## src/rtl/core/rrqs_pkg.sv

```systemverilog
// Package for the round-robin quantum scheduler.
// Holds widths, queue depth, status and function codes, and the cell control struct.
// No dependencies.
package rrqs_pkg;

    localparam int QUEUE_DEPTH = 16;
    localparam int IDX_W       = $clog2(QUEUE_DEPTH);
    localparam int CNT_W       = $clog2(QUEUE_DEPTH + 1);
    localparam int ID_W        = 8;
    localparam int BURST_W     = 16;
    localparam int TIME_W      = 32;

    localparam logic [BURST_W-1:0] QUANTUM_RESET = BURST_W'(10);

    localparam logic FUNC_ADD   = 1'b0;
    localparam logic FUNC_SLICE = 1'b1;

    typedef enum logic [1:0] {
        ST_ADDED = 2'd0,
        ST_FULL  = 2'd1,
        ST_RAN   = 2'd2,
        ST_EMPTY = 2'd3
    } status_t;

    typedef struct packed {
        logic shift;  // take the neighbor's entry
        logic load;   // take the write data (wins over shift)
    } cell_ctrl_t;

endpackage

```

## src/rtl/core/round_robin_quantum_scheduler.sv

```systemverilog
// Round-robin scheduler with a time quantum. Each input transaction (add a task, or run one slice)
// gives exactly one result transaction, in the cycle after acceptance; a new transaction is taken
// every cycle as long as the result register is free or being drained, so the rate is one item
// per clock. The ready queue is a row of 16 cells that shift toward the head on each pop, so the
// oldest task always sits in cell 0; a requeued task is written back at the tail in the same cycle.
// The user must write the quantum over the cfg channel only while idle; the block does not enforce
// this. A value of zero acts as one. Elapsed time saturates at all ones. Depends on rrqs_pkg, rrqs_queue.
module round_robin_quantum_scheduler
    import rrqs_pkg::*;
(
    input  logic               aclk,
    input  logic               aresetn,
    input  logic               cfg_valid,
    output logic               cfg_ready,
    input  logic [BURST_W-1:0] cfg_quantum,
    input  logic               s_valid,
    output logic               s_ready,
    input  logic               s_func,
    input  logic [ID_W-1:0]    s_task_id,
    input  logic [BURST_W-1:0] s_burst,
    output logic               m_valid,
    input  logic               m_ready,
    output logic [1:0]         m_status,
    output logic [ID_W-1:0]    m_run_task,
    output logic [BURST_W-1:0] m_run_length,
    output logic [TIME_W-1:0]  m_time_now,
    output logic               m_finished
);

    logic [CNT_W-1:0]   count_reg, count_next;
    logic [TIME_W-1:0]  elapsed_reg, elapsed_next;
    logic [BURST_W-1:0] quantum_reg;
    logic               m_valid_reg;
    status_t            status_reg, status_next;
    logic [ID_W-1:0]    run_task_reg, run_task_next;
    logic [BURST_W-1:0] run_len_reg, run_len_next;
    logic [TIME_W-1:0]  time_reg;
    logic               finished_reg, finished_next;

    logic               accept;
    logic               q_full, q_empty;
    logic [BURST_W-1:0] q_eff, slice_len, left_rem;
    logic [TIME_W:0]    time_sum;
    logic [ID_W-1:0]    head_id;
    logic [BURST_W-1:0] head_rem;
    logic               q_shift, q_wr_en;
    logic [IDX_W-1:0]   q_wr_pos;
    logic [ID_W-1:0]    q_wr_id;
    logic [BURST_W-1:0] q_wr_rem;

    assign cfg_ready = 1'b1;
    assign s_ready   = !m_valid_reg || m_ready;
    assign accept    = s_valid && s_ready;

    assign q_full  = (count_reg == CNT_W'(QUEUE_DEPTH));
    assign q_empty = (count_reg == '0);

    assign q_eff     = (quantum_reg == '0) ? BURST_W'(1) : quantum_reg;
    assign slice_len = (head_rem <= q_eff) ? head_rem : q_eff;
    assign left_rem  = head_rem - slice_len;
    assign time_sum  = {1'b0, elapsed_reg} + {{(TIME_W + 1 - BURST_W){1'b0}}, slice_len};

    always_comb begin
        count_next    = count_reg;
        elapsed_next  = elapsed_reg;
        status_next   = ST_EMPTY;
        run_task_next = '0;
        run_len_next  = '0;
        finished_next = 1'b0;
        q_shift       = 1'b0;
        q_wr_en       = 1'b0;
        q_wr_pos      = count_reg[IDX_W-1:0];
        q_wr_id       = s_task_id;
        q_wr_rem      = s_burst;
        if (s_func == FUNC_ADD) begin
            if (q_full) begin
                status_next = ST_FULL;
            end else begin
                status_next = ST_ADDED;
                q_wr_en     = accept;
                count_next  = count_reg + CNT_W'(1);
            end
        end else if (!q_empty) begin
            status_next   = ST_RAN;
            run_task_next = head_id;
            run_len_next  = slice_len;
            elapsed_next  = time_sum[TIME_W] ? '1 : time_sum[TIME_W-1:0];
            q_shift       = accept;
            // after the pop the tail slot is one below the old count
            q_wr_pos      = IDX_W'(count_reg - CNT_W'(1));
            q_wr_id       = head_id;
            q_wr_rem      = left_rem;
            if (left_rem != '0) begin
                q_wr_en = accept;
            end else begin
                finished_next = 1'b1;
                count_next    = count_reg - CNT_W'(1);
            end
        end
    end

    rrqs_queue u_queue (
        .aclk     (aclk),
        .shift    (q_shift),
        .wr_en    (q_wr_en),
        .wr_pos   (q_wr_pos),
        .wr_id    (q_wr_id),
        .wr_rem   (q_wr_rem),
        .head_id  (head_id),
        .head_rem (head_rem)
    );

    always_ff @(posedge aclk) begin
        if (!aresetn) begin
            count_reg   <= '0;
            elapsed_reg <= '0;
            quantum_reg <= QUANTUM_RESET;
            m_valid_reg <= 1'b0;
        end else begin
            if (cfg_valid && cfg_ready) begin
                quantum_reg <= cfg_quantum;
            end
            if (accept) begin
                count_reg   <= count_next;
                elapsed_reg <= elapsed_next;
                m_valid_reg <= 1'b1;
            end else if (m_ready) begin
                m_valid_reg <= 1'b0;
            end
        end
    end

    always_ff @(posedge aclk) begin
        if (accept) begin
            status_reg   <= status_next;
            run_task_reg <= run_task_next;
            run_len_reg  <= run_len_next;
            time_reg     <= elapsed_next;
            finished_reg <= finished_next;
        end
    end

    assign m_valid      = m_valid_reg;
    assign m_status     = status_reg;
    assign m_run_task   = run_task_reg;
    assign m_run_length = run_len_reg;
    assign m_time_now   = time_reg;
    assign m_finished   = finished_reg;

    a_count_bound: assert property (@(posedge aclk) disable iff (!aresetn)
        count_reg <= CNT_W'(QUEUE_DEPTH))
        else $error("queue count beyond depth");

    a_empty_slice: assert property (@(posedge aclk) disable iff (!aresetn)
        accept && s_func == FUNC_SLICE && q_empty |=> m_valid && m_status == ST_EMPTY)
        else $error("slice on empty queue not reported empty");

    a_time_monotonic: assert property (@(posedge aclk) disable iff (!aresetn)
        $past(aresetn) |-> elapsed_reg >= $past(elapsed_reg))
        else $error("elapsed time went backward");

    a_finished_ran: assert property (@(posedge aclk) disable iff (!aresetn)
        m_valid && m_finished |-> m_status == ST_RAN)
        else $error("finished flag without a slice");

endmodule

```

## src/rtl/core/rrqs_cell.sv

```systemverilog
// One queue cell: holds a task id and its remaining burst.
// Depends on rrqs_pkg.
module rrqs_cell
    import rrqs_pkg::*;
(
    input  logic               aclk,
    input  cell_ctrl_t         ctrl,
    input  logic [ID_W-1:0]    nbr_id,
    input  logic [BURST_W-1:0] nbr_rem,
    input  logic [ID_W-1:0]    wr_id,
    input  logic [BURST_W-1:0] wr_rem,
    output logic [ID_W-1:0]    id,
    output logic [BURST_W-1:0] rem
);

    logic [ID_W-1:0]    id_reg;
    logic [BURST_W-1:0] rem_reg;

    always_ff @(posedge aclk) begin
        if (ctrl.load) begin
            id_reg  <= wr_id;
            rem_reg <= wr_rem;
        end else if (ctrl.shift) begin
            id_reg  <= nbr_id;
            rem_reg <= nbr_rem;
        end
    end

    assign id  = id_reg;
    assign rem = rem_reg;

endmodule

```

## src/rtl/core/rrqs_queue.sv

```systemverilog
// Ready queue built as a row of rrqs_cell; cell 0 holds the oldest task.
// A pop shifts every cell one place toward the head. Depends on rrqs_pkg, rrqs_cell.
module rrqs_queue
    import rrqs_pkg::*;
(
    input  logic               aclk,
    input  logic               shift,
    input  logic               wr_en,
    input  logic [IDX_W-1:0]   wr_pos,
    input  logic [ID_W-1:0]    wr_id,
    input  logic [BURST_W-1:0] wr_rem,
    output logic [ID_W-1:0]    head_id,
    output logic [BURST_W-1:0] head_rem
);

    logic [ID_W-1:0]    id_arr  [QUEUE_DEPTH];
    logic [BURST_W-1:0] rem_arr [QUEUE_DEPTH];

    for (genvar i = 0; i < QUEUE_DEPTH; i++) begin : g_cell
        cell_ctrl_t         ctrl;
        logic [ID_W-1:0]    nbr_id;
        logic [BURST_W-1:0] nbr_rem;

        assign ctrl.shift = shift;
        assign ctrl.load  = wr_en && (wr_pos == IDX_W'(i));

        if (i < QUEUE_DEPTH - 1) begin : g_mid
            assign nbr_id  = id_arr[i+1];
            assign nbr_rem = rem_arr[i+1];
        end else begin : g_last
            // nothing behind the last cell; its content is dead after a shift
            assign nbr_id  = wr_id;
            assign nbr_rem = wr_rem;
        end

        rrqs_cell u_cell (
            .aclk    (aclk),
            .ctrl    (ctrl),
            .nbr_id  (nbr_id),
            .nbr_rem (nbr_rem),
            .wr_id   (wr_id),
            .wr_rem  (wr_rem),
            .id      (id_arr[i]),
            .rem     (rem_arr[i])
        );
    end

    assign head_id  = id_arr[0];
    assign head_rem = rem_arr[0];

endmodule

```

## config.mk

```make
export PLATFORM = sky130hd
export DESIGN_NAME = round_robin_quantum_scheduler
export DESIGN_NICKNAME = d
export VERILOG_FILES = /design/src/rtl/core/rrqs_pkg.sv /design/src/rtl/core/round_robin_quantum_scheduler.sv /design/src/rtl/core/rrqs_cell.sv /design/src/rtl/core/rrqs_queue.sv
export SDC_FILE = /design/constraint.sdc
export NUM_CORES = 1
export LEC_CHECK = 0
export BUFFER_PORTS_ARGS = -buffer_cell sky130_fd_sc_hd__clkbuf_2
export CORE_UTILIZATION = 40
export DETAILED_ROUTE_END_ITERATION = 10
export GPL_TIMING_DRIVEN = 0
export PLACE_DENSITY = 0.59
export SLEW_MARGIN = 10
export SYNTH_ARGS = -nofsm -noshare
export SYNTH_HDL_FRONTEND = slang
export SYNTH_HIERARCHICAL = 1
export SYNTH_SLANG_ARGS = --single-unit
```

## constraint.sdc

```tcl
create_clock -name aclk -period 13.6 [get_ports aclk]
set_input_delay 0.68 -clock aclk [delete_from_list [all_inputs] [get_ports aclk]]
set_output_delay 0.68 -clock aclk [all_outputs]
set_load 0.05 [all_outputs]
```

==> impl_metrics.json, run 1 <==
{
  "status": "finished, final reports clean",
  "initial_core_util_pct": 40.4,
  "maxCapViolations": 0,
  "syn_area_per_cell_um2": 14.4,
  "syn-num-nets": 1884,
  "layout_commonest_cell": "edfxtp_1",
  "crit_type": "flip-flop to flip-flop",
  "post-cts-setup-buffers": 0,
  "leakage_uw": 0.0109,
  "antenna-diode-count": 0,
  "finalWeightedCongestion": 0.892,
  "crit_arrival_ns": 10.48,
  "setup_viol": 0,
  "cts.clk_slew.worst_paths_ns": 0.06,
  "period_needed_ns": 10.24,
  "grt-ovfl-total": 0,
  "core-area_um2": 64300,
  "finalHoldViolCount": 0,
  "grt_usage_pct": 16.6,
  "hold_path.class": "primary input to flip-flop",
  "worstMarginPinSlew_ns": 1.08,
  "area_delta_synth_final_pct": 13.3,
  "largest_reg_flops": 256,
  "synth_edf_count": 443,
  "cts_buffers": 55,
  "timing.reg2reg.setup_slack_ns": 3.36,
  "layout.nets": 2058,
  "reg2reg_depth": 34,
  "insertion_delay_ns": 0.63,
  "seq_area_frac_synth_pct": 55.3,
  "ys_types": 82,
  "drive_gt1_share_pct": 33.2,
  "num_rows": 93,
  "place.detailed.hpwl_um": 41800,
  "cts.htree.levels": 2,
  "drt_pass1_iterations": 5,
  "fin_crit_sh_pct": 75.3,
  "cts-root-buf": "clkbuf_16",
  "ios": 108,
  "tns_ns": 0,
  "end_kind": "flip-flop",
  "ys_seq_elements": 497,
  "powerDensity_nw_per_um2": 134,
  "drt_wl_total_um": 54900,
  "vias": 14900,
  "rsz0062_at_grt": "false",
  "async_flop_share_pct": 0,
  "slowest_stage": "or2_1",
  "antenna_found_initial": 0,
  "syn_inst": 1804,
  "vdd_drop_max_uv": 118,
  "critPathCapture": "u_queue/g_cell[12].u_cell/rem[0]",
  "cp-startpoint": "quantum_reg[2]",
  "rr_startpoint": "quantum_reg[2]",
  "rr_endpoint": "u_queue/g_cell[12].u_cell/rem[0]",
  "slew_viol_final": 0,
  "cts_tree": "built",
  "cp_max_fo": 24,
  "fin_worst_skew_ns": 0.0620,
  "clock.fmax_ghz": 0.0976,
  "viasPerCell": 5.16,
  "dieArea_um2": 66100,
  "drt_iter0_drc": 1037,
  "postCtsHoldBufs": 0,
  "clockBufferDepth": 3,
  "synthFlopType": "edfxtp_1",
  "first_global_vias": 15300,
  "grt_max_degree": 37,
  "max-slew-margin-rel_pct": 28.0,
  "post_cts_resized": 0,
  "max_stage_delay_ns": 0.76,
  "most-common-layout-cells": "edfxtp_1 (443), mux2_4 (305), nand2_1 (110)",
  "required_ns": 13.83,
  "io_buffer_count": 105,
  "die_w_um": 257,
  "synth_area_um2": 26000,
  "drc_errors": 0,
  "power_uw": 3950,
  "grt_pass1_wl_um": 86600,
  "postRouteAntennaNets": 0,
  "critPathLaunchType": "flip-flop",
  "chipHeight_um": 257,
  "wire_per_inst_um": 19.1,
  "cts_sinks": 497,
  "synth_warnings": 6
}
cells in the mapped netlist, types with 17 or more instances:
library cell,n,share of area (%)
inv_1,40,0.58
clkbuf_1,37,0.53
xnor2_1,29,0.98
and2_1,23,0.55
edfxtp_1,443,51
nor3_1,31,0.60
ha_1,34,1.6
o21ai_0,72,1.4
a21oi_1,56,1.1
nand2_1,110,1.6
mux2_2,84,3.6
dfxtp_1,54,4.2
buf_12,32,2.5
nor2_1,105,1.5
mux2i_1,27,1.0
buf_6,17,0.74
mux2_4,305,18
nand3_1,25,0.48
per-stage QoR:
stage               util, %  instance area (um^2)  worst slack (ns)  std cells  hold slack [ns]
finish                 45.8                 29500              3.36       2876            0.292
global route           45.8                 29500              2.89       2876            0.288
CTS                    45.8                 29500              3.57       2876            0.258
detailed placement     43.1                 27700              3.58       2776            0.498
global placement       42.9                 27600              3.64       2764            0.494
floorplan                 -                 26000              6.49       1804            0.461
cells by family after synthesis:
kind of cell | Yosys count | share of synthesized area (%)
compound gates | 261 | 6.76
xor+xnor | 42 | 1.41
fa+ha+maj | 40 | 1.88
buf+inv | 141 | 4.60
flops | 497 | 55.3
mux | 416 | 22.3
other cells | 1 | 0.0144
simple gates | 406 | 7.75
critical path, delay by kind of cell, from the launching register on:
kind            cells  cell delay, ns
compound gates      9            2.60
buf+inv            11            2.94
simple gates       10            2.80
xor+xnor            1            0.11
fa+ha+maj           3            1.03
flops               1            0.30
where the power goes:
part,total (uW),switching [uW],internal (uW)
sequential,1800,34.8,1770
combinational,712,450,262
clock,1430,609,826
total,3950,1090,2850
worst min path at each step:
stage | from | end | slack, ns | cells after the start
6_report | cfg_quantum[3] | quantum_reg[3] | 0.29 | 3
4_1_cts | cfg_quantum[3] | quantum_reg[3] | 0.26 | 3
3_3_place_gp | quantum_reg[0] | quantum_reg[0] | 0.49 | 2
2_1_floorplan | quantum_reg[0] | quantum_reg[0] | 0.46 | 2
5_1_grt | cfg_quantum[1] | quantum_reg[1] | 0.29 | 3
3_5_place_dp | quantum_reg[0] | quantum_reg[0] | 0.50 | 2
area by class of cell:
class | count | area [um^2]
Fill cell | 5701 | 34900
Sequential cell | 497 | 14400
Multi-Input combinational cell | 1166 | 10400
Clock buffer | 69 | 1430
Tap cell | 855 | 1070
Buffer | 100 | 1050
Timing Repair Buffer | 117 | 628
Clock inverter | 31 | 325
Inverter | 41 | 154
routing by layer:
metal  vias up  wire (um)  GRT usage (%)
met5         -          0              0
met4         0       1310           5.26
met3        74       2020           2.36
met2       290      28500           30.0
met1      7316      23000           20.2
li1       7170          -              -
Note: power is estimated with default switching activity, not from simulation.
==> run 2: changes to the inputs <==
PLACE_DENSITY = 0.61   (was 0.59)
clock period = 8.8 ns   (was 13.6 ns; I/O delays follow)
==> impl_metrics.json, run 2 (synthesis results as in run 1) <==
{
  "viasPerCell": 5.17,
  "setup_viol": 0,
  "cts.clk_slew.worst_paths_ns": 0.06,
  "power_uw": 6090,
  "dieArea_um2": 66100,
  "dpl.cell_count": 2773,
  "initial_core_util_pct": 40.4,
  "slowest_stage": "edfxtp_1",
  "die_w_um": 257,
  "hold_start": "s_valid",
  "stdcell_area_um2": 29500,
  "worstMarginPinSlew_ns": 1.10,
  "layout_commonest_cell": "edfxtp_1",
  "drc_errors": 0,
  "max_stage_delay_ns": 0.50,
  "grt-ovfl-total": 0,
  "cp-startpoint": "u_queue/g_cell[0].u_cell/rem[15]",
  "grt_max_degree": 39,
  "drive_gt1_share_pct": 34.7,
  "cpMostUsedCell": "buf_2",
  "end_kind": "flip-flop",
  "wire_per_inst_um": 19.3,
  "largest_reg_flops": 256,
  "powerDensity_nw_per_um2": 206,
  "antenna_found_initial": 1,
  "place.detailed.hpwl_um": 41800,
  "rr_startpoint": "u_queue/g_cell[0].u_cell/rem[15]",
  "critPathLaunchType": "flip-flop",
  "tns_ns": 0,
  "grt_usage_pct": 16.5,
  "fin_crit_sh_pct": 95.9,
  "power.share.clock_pct": 35.9,
  "period_needed_ns": 8.44,
  "clock.fmax_ghz": 0.119,
  "drt_pass1_iterations": 5,
  "cts-root-buf": "clkbuf_16",
  "finalHoldViolCount": 0,
  "maxCapViolations": 0,
  "switching_share_pct": 27.9,
  "num_rows": 93,
  "crit_arrival_ns": 8.73,
  "final_cells": 2877,
  "clockBufferDepth": 3,
  "grt_pass1_wl_um": 85700,
  "cts_buffers": 54,
  "p_comb_share_pct": 18.4,
  "vias": 14900,
  "fin_worst_skew_ns": 0.0447,
  "drt_wl_total_um": 55600,
  "most-common-layout-cells": "edfxtp_1 (443), mux2_4 (305), nand2_1 (110)",
  "max-slew-margin-rel_pct": 25.6,
  "layout.nets": 2056,
  "cts_tree": "built",
  "crit_type": "flip-flop to flip-flop",
  "vdd_drop_max_uv": 160,
  "seqPwrFrac_pct": 45.7,
  "required_ns": 9.10,
  "insertion_delay_ns": 0.63,
  "slew_viol_final": 0,
  "leakage_uw": 0.0109,
  "first_global_vias": 15200,
  "finalWeightedCongestion": 0.882,
  "hold_path.class": "primary input to flip-flop",
  "cp_max_fo": 12,
  "internal-power_uw": 4390,
  "postRouteAntennaNets": 0,
  "placed_cell_area_um2": 27700,
  "timing.reg2reg.setup_slack_ns": 0.36,
  "fillers": 5686,
  "area_delta_synth_final_pct": 13.6,
  "cts.htree.levels": 2,
  "drt_iter0_drc": 950,
  "core-area_um2": 64300,
  "cts_sinks": 497,
  "status": "finished, final reports clean",
  "ios": 108,
  "p_switching_uw": 1700,
  "io_buffer_count": 105,
  "chipHeight_um": 257
}
run 2: cell count changes in the layout (fill, tap and decap cells not counted), sizes merged:
cell,previous run,this run
diode,0,1
clkinvlp,3,1
buf,75,74
or2,18,20
inv,43,42
bufinv,4,3
clkinv,22,25
run 2: repair_timing:
action,4_1_cts,5_1_grt
hold buffers,0,0
setup buffers,0,1
gates cloned,0,2
resized for setup,24,24
pin swaps,0,2
endpoints found under the setup margin,678,753
run 2: worst paths after layout:
path,end,depth (start not counted)
worst max-delay path,u_queue/g_cell[0].u_cell/id[0],31
worst min-delay path,m_valid,3
worst max register to register,u_queue/g_cell[0].u_cell/id[0],31
worst min register to register,u_queue/g_cell[0].u_cell/rem[1],1
run 2: worst max-delay path, delay by kind of cell (launching register included):
kind            cells  cell delay, ns
compound gates      8            1.40
fa+ha+maj           3            1.08
buf+inv             9            1.95
flops               1            0.50
simple gates       11            3.16
run 2: final cells by class:
cell class / instances / area, um^2 / area share (%)
Antenna cell: 1 / 2.50 / 0.00847
Buffer: 99 / 1050 / 3.55
Sequential cell: 497 / 14400 / 48.7
Multi-Input combinational cell: 1168 / 10600 / 35.7
Timing Repair Buffer: 115 / 613 / 2.08
Clock buffer: 71 / 1450 / 4.90
Inverter: 41 / 154 / 0.521
Clock inverter: 30 / 274 / 0.927
Tap cell: 855 / 1070 / 3.62
run 2: power groups by stage:
stage | Clock, uW | Combinational (uW) | Sequential [uW]
6_report | 2190 | 1120 | 2780
5_1_grt | 2340 | 1210 | 2790
4_1_cts | 2250 | 1110 | 2780
3_5_place_dp | 0 | 1100 | 2830
3_3_place_gp | 0 | 1070 | 2830
2_1_floorplan | 0 | 719 | 2880
run 2: layer usage:
layer | global-route usage, % | vias to the layer above | routed length [um]
met5 | 0 | - | 0
met4 | 7.08 | 0 | 2190
met3 | 2.63 | 99 | 2370
met2 | 29.2 | 351 | 28200
met1 | 19.8 | 7259 | 22800
li1 | - | 7163 | -
run 2: stage by stage:
stage               hold slack (ns)  setup WS, ns  utilization (%)
finish                       0.0439         0.365             45.9
global route                 0.0461       -0.0336             45.9
CTS                          0.0191        0.0145             45.8
detailed placement            0.496        -0.990             43.1
global placement              0.491         -1.00             42.9
floorplan                     0.461          1.69                -
==> run 3: changes to the inputs <==
SYNTH_HIERARCHICAL = not set   (was 1)
==> impl_metrics.json, run 3 <==
{
  "status": "finished, final reports clean",
  "grt_pass1_wl_um": 104000,
  "syn_area_per_cell_um2": 13.7,
  "layout.nets": 2131,
  "multi_input_area_um2": 10600,
  "required_ns": 9.04,
  "p_switching_uw": 1650,
  "synth_edf_count": 443,
  "fin_hold_ws_ns": 0.0285,
  "tns_ns": 0,
  "cts.clk_slew.worst_paths_ns": 0.06,
  "io_buffer_count": 105,
  "drt_pass1_iterations": 4,
  "cts.htree.levels": 2,
  "insertion_delay_ns": 0.63,
  "setup_viol": 0,
  "cts_tree": "built",
  "timing.reg2reg.setup_slack_ns": 0.45,
  "crit_buf_inv": 8,
  "power.share.clock_pct": 38.3,
  "rsz0062_at_grt": "false",
  "finalWeightedCongestion": 0.923,
  "rr_endpoint": "u_queue.g_cell[2].u_cell.rem[15]",
  "die_w_um": 256,
  "synthDominantCellAreaShare_pct": 51.7,
  "netlist_top_cells_count": "edfxtp_1 (443), mux2_4 (228), mux2_2 (136)",
  "antenna_found_initial": 1,
  "fin_crit_sh_pct": 94.9,
  "hold_start": "s_func",
  "most-common-layout-cells": "edfxtp_1 (443), mux2_4 (228), mux2_2 (136)",
  "hold_path.class": "primary input to flip-flop",
  "area_delta_synth_final_pct": 14.0,
  "synth.area.top_cells": "edfxtp_1 (52%), mux2_4 (13%), mux2_2 (6.0%), dfxtp_1 (4.2%), ha_1 (1.7%)",
  "max_stage_delay_ns": 0.70,
  "leakage_uw": 0.0105,
  "num_rows": 92,
  "post-synth-top-count-cell": "edfxtp_1",
  "core-area_um2": 63300,
  "ys_types": 87,
  "min_path_cells": 1,
  "critical_path.top_delay_family": "simple AND/OR/NAND/NOR gates",
  "fin_worst_skew_ns": 0.0542,
  "crit_type": "flip-flop to flip-flop",
  "p_comb_share_pct": 15.3,
  "place.detailed.hpwl_um": 48900,
  "postRouteAntennaNets": 0,
  "worstMarginPinSlew_ns": 1.13,
  "cts-root-buf": "clkbuf_16",
  "fin_util_pct": 46.3,
  "cts_buffers": 54,
  "switching_share_pct": 28.0,
  "final_cells": 2938,
  "grt-ovfl-total": 0,
  "grt_usage_pct": 20.5,
  "critPathLaunchType": "flip-flop",
  "powerDensity_nw_per_um2": 201,
  "finalHoldViolCount": 0,
  "seq_area_frac_synth_pct": 55.9,
  "clockBufferDepth": 3,
  "slew_viol_final": 0,
  "period_needed_ns": 8.35,
  "crit_arrival_ns": 8.59,
  "slowest_stage": "xnor2_1",
  "wire_per_inst_um": 23.1,
  "synth_area_um2": 25700,
  "vias": 16300,
  "drive_gt1_share_pct": 32.3,
  "internal-power_uw": 4230,
  "maxCapViolations": 0,
  "ios": 108,
  "dpl.cell_count": 2832,
  "ff_latch_area_um2": 14400,
  "yosys.area.top_type": "edfxtp_1",
  "ys_seq_elements": 497,
  "drt_iter0_drc": 1220,
  "reg2reg_depth": 26,
  "rr_startpoint": "quantum_reg[11]",
  "drc_errors": 0,
  "clock.fmax_ghz": 0.120,
  "first_global_vias": 16500,
  "cp_max_fo": 24,
  "dieArea_um2": 65300,
  "holdPathEnd": "m_status[1]",
  "vdd_drop_max_uv": 154,
  "cts_sinks": 497,
  "grt_max_degree": 59,
  "async_flop_share_pct": 0,
  "fillers": 5632,
  "drt_wl_total_um": 67800,
  "layout_commonest_cell": "edfxtp_1",
  "syn-num-nets": 1957,
  "largest_reg_flops": 256,
  "fin_ws_ns": 0.446,
  "place_ws_ns": -1.50,
  "initial_core_util_pct": 40.6,
  "end_kind": "flip-flop",
  "max-slew-margin-rel_pct": 24.3,
  "synthFlopType": "edfxtp_1",
  "viasPerCell": 5.56,
  "seqPwrFrac_pct": 46.3,
  "chipHeight_um": 256,
  "syn_inst": 1876,
  "synth_warnings": 0
}
run 3: cell types whose count changed after synthesis, moves of 12 or more:
| cell | before | now |
|---|---|---|
| nor2_1 | 105 | 89 |
| clkbuf_1 | 37 | 78 |
| mux2_4 | 305 | 228 |
| buf_12 | 32 | 0 |
| a21oi_1 | 56 | 73 |
| a21oi_4 | 0 | 12 |
| o21ai_0 | 72 | 58 |
| mux2_2 | 84 | 136 |
run 3: cells by family after synthesis:
| logic type | count (synthesis) | synth area share (%) |
|---|---|---|
| flip-flops | 497 | 55.9 |
| AND/OR/NAND/NOR | 442 | 8.82 |
| buffers and inverters | 169 | 3.30 |
| multiplexers | 384 | 20.0 |
| AO/OA/AOI/OAI | 309 | 8.84 |
| adder cells (fa/ha/maj) | 41 | 1.94 |
| other | 1 | 0.0146 |
| XOR/XNOR | 33 | 1.12 |
run 3: worst max-delay path by stage:
stage,start,end,cells past startpoint
2_1_floorplan,quantum_reg[10],u_queue.g_cell[10].u_cell.id[0],29
3_3_place_gp,quantum_reg[10],u_queue.g_cell[0].u_cell.rem[3],26
3_5_place_dp,quantum_reg[10],u_queue.g_cell[14].u_cell.id[7],26
4_1_cts,quantum_reg[10],u_queue.g_cell[1].u_cell.rem[4],30
5_1_grt,quantum_reg[6],u_queue.g_cell[10].u_cell.id[1],30
6_report,quantum_reg[11],u_queue.g_cell[2].u_cell.rem[15],26
run 3: worst register-to-register path: cells and delay by family, from the launching register on:
| kind | cells | cell delay (ns) |
|---|---|---|
| buf+inv | 8 | 1.69 |
| fa+ha+maj | 3 | 1.12 |
| flops | 1 | 0.53 |
| xor+xnor | 1 | 0.70 |
| simple gates | 8 | 2.41 |
| compound gates | 6 | 1.59 |
run 3: cell type report:
cell class	count	area share (%)
antenna	1	0.00854
clock buffer	61	4.80
inverter	48	0.615
sequential	497	49.1
tap	846	3.61
clock inverter	36	1.14
timing repair buffer	121	2.48
buffer	118	2.26
multi-input combinational	1210	36.0
run 3: stage by stage:
stage	instance area [um^2]	power (uW)
after floorplan	25700	3350
after global placement	27300	3640
after detailed placement	27500	3660
after CTS	29300	5930
after global routing	29300	6080
final	29300	5880
run 3: routing by layer:
| metal | vias to the layer above | part of all wire [%] | global-route usage [%] |
|---|---|---|---|
| met5 | - | 0 | 0 |
| met4 | 0 | 2.3 | 5.36 |
| met3 | 105 | 5.0 | 2.68 |
| met2 | 461 | 48 | 34.5 |
| met1 | 8266 | 44 | 27.8 |
| li1 | 7491 | - | - |
run 3: power by group through the flow:
stage / clock network (uW) / logic (uW) / registers (uW)
final: 2260 / 902 / 2730
after global routing: 2380 / 963 / 2730
after CTS: 2300 / 901 / 2730
after detailed placement: 0 / 885 / 2770
after global placement: 0 / 865 / 2780
after floorplan: 0 / 528 / 2820
run 3: what timing repair did:
action,4_1_cts,5_1_grt
buffers inserted,11,0
resized for setup,15,3
pin swaps,5,0
hold buffers,0,0
setup endpoints to repair,652,288
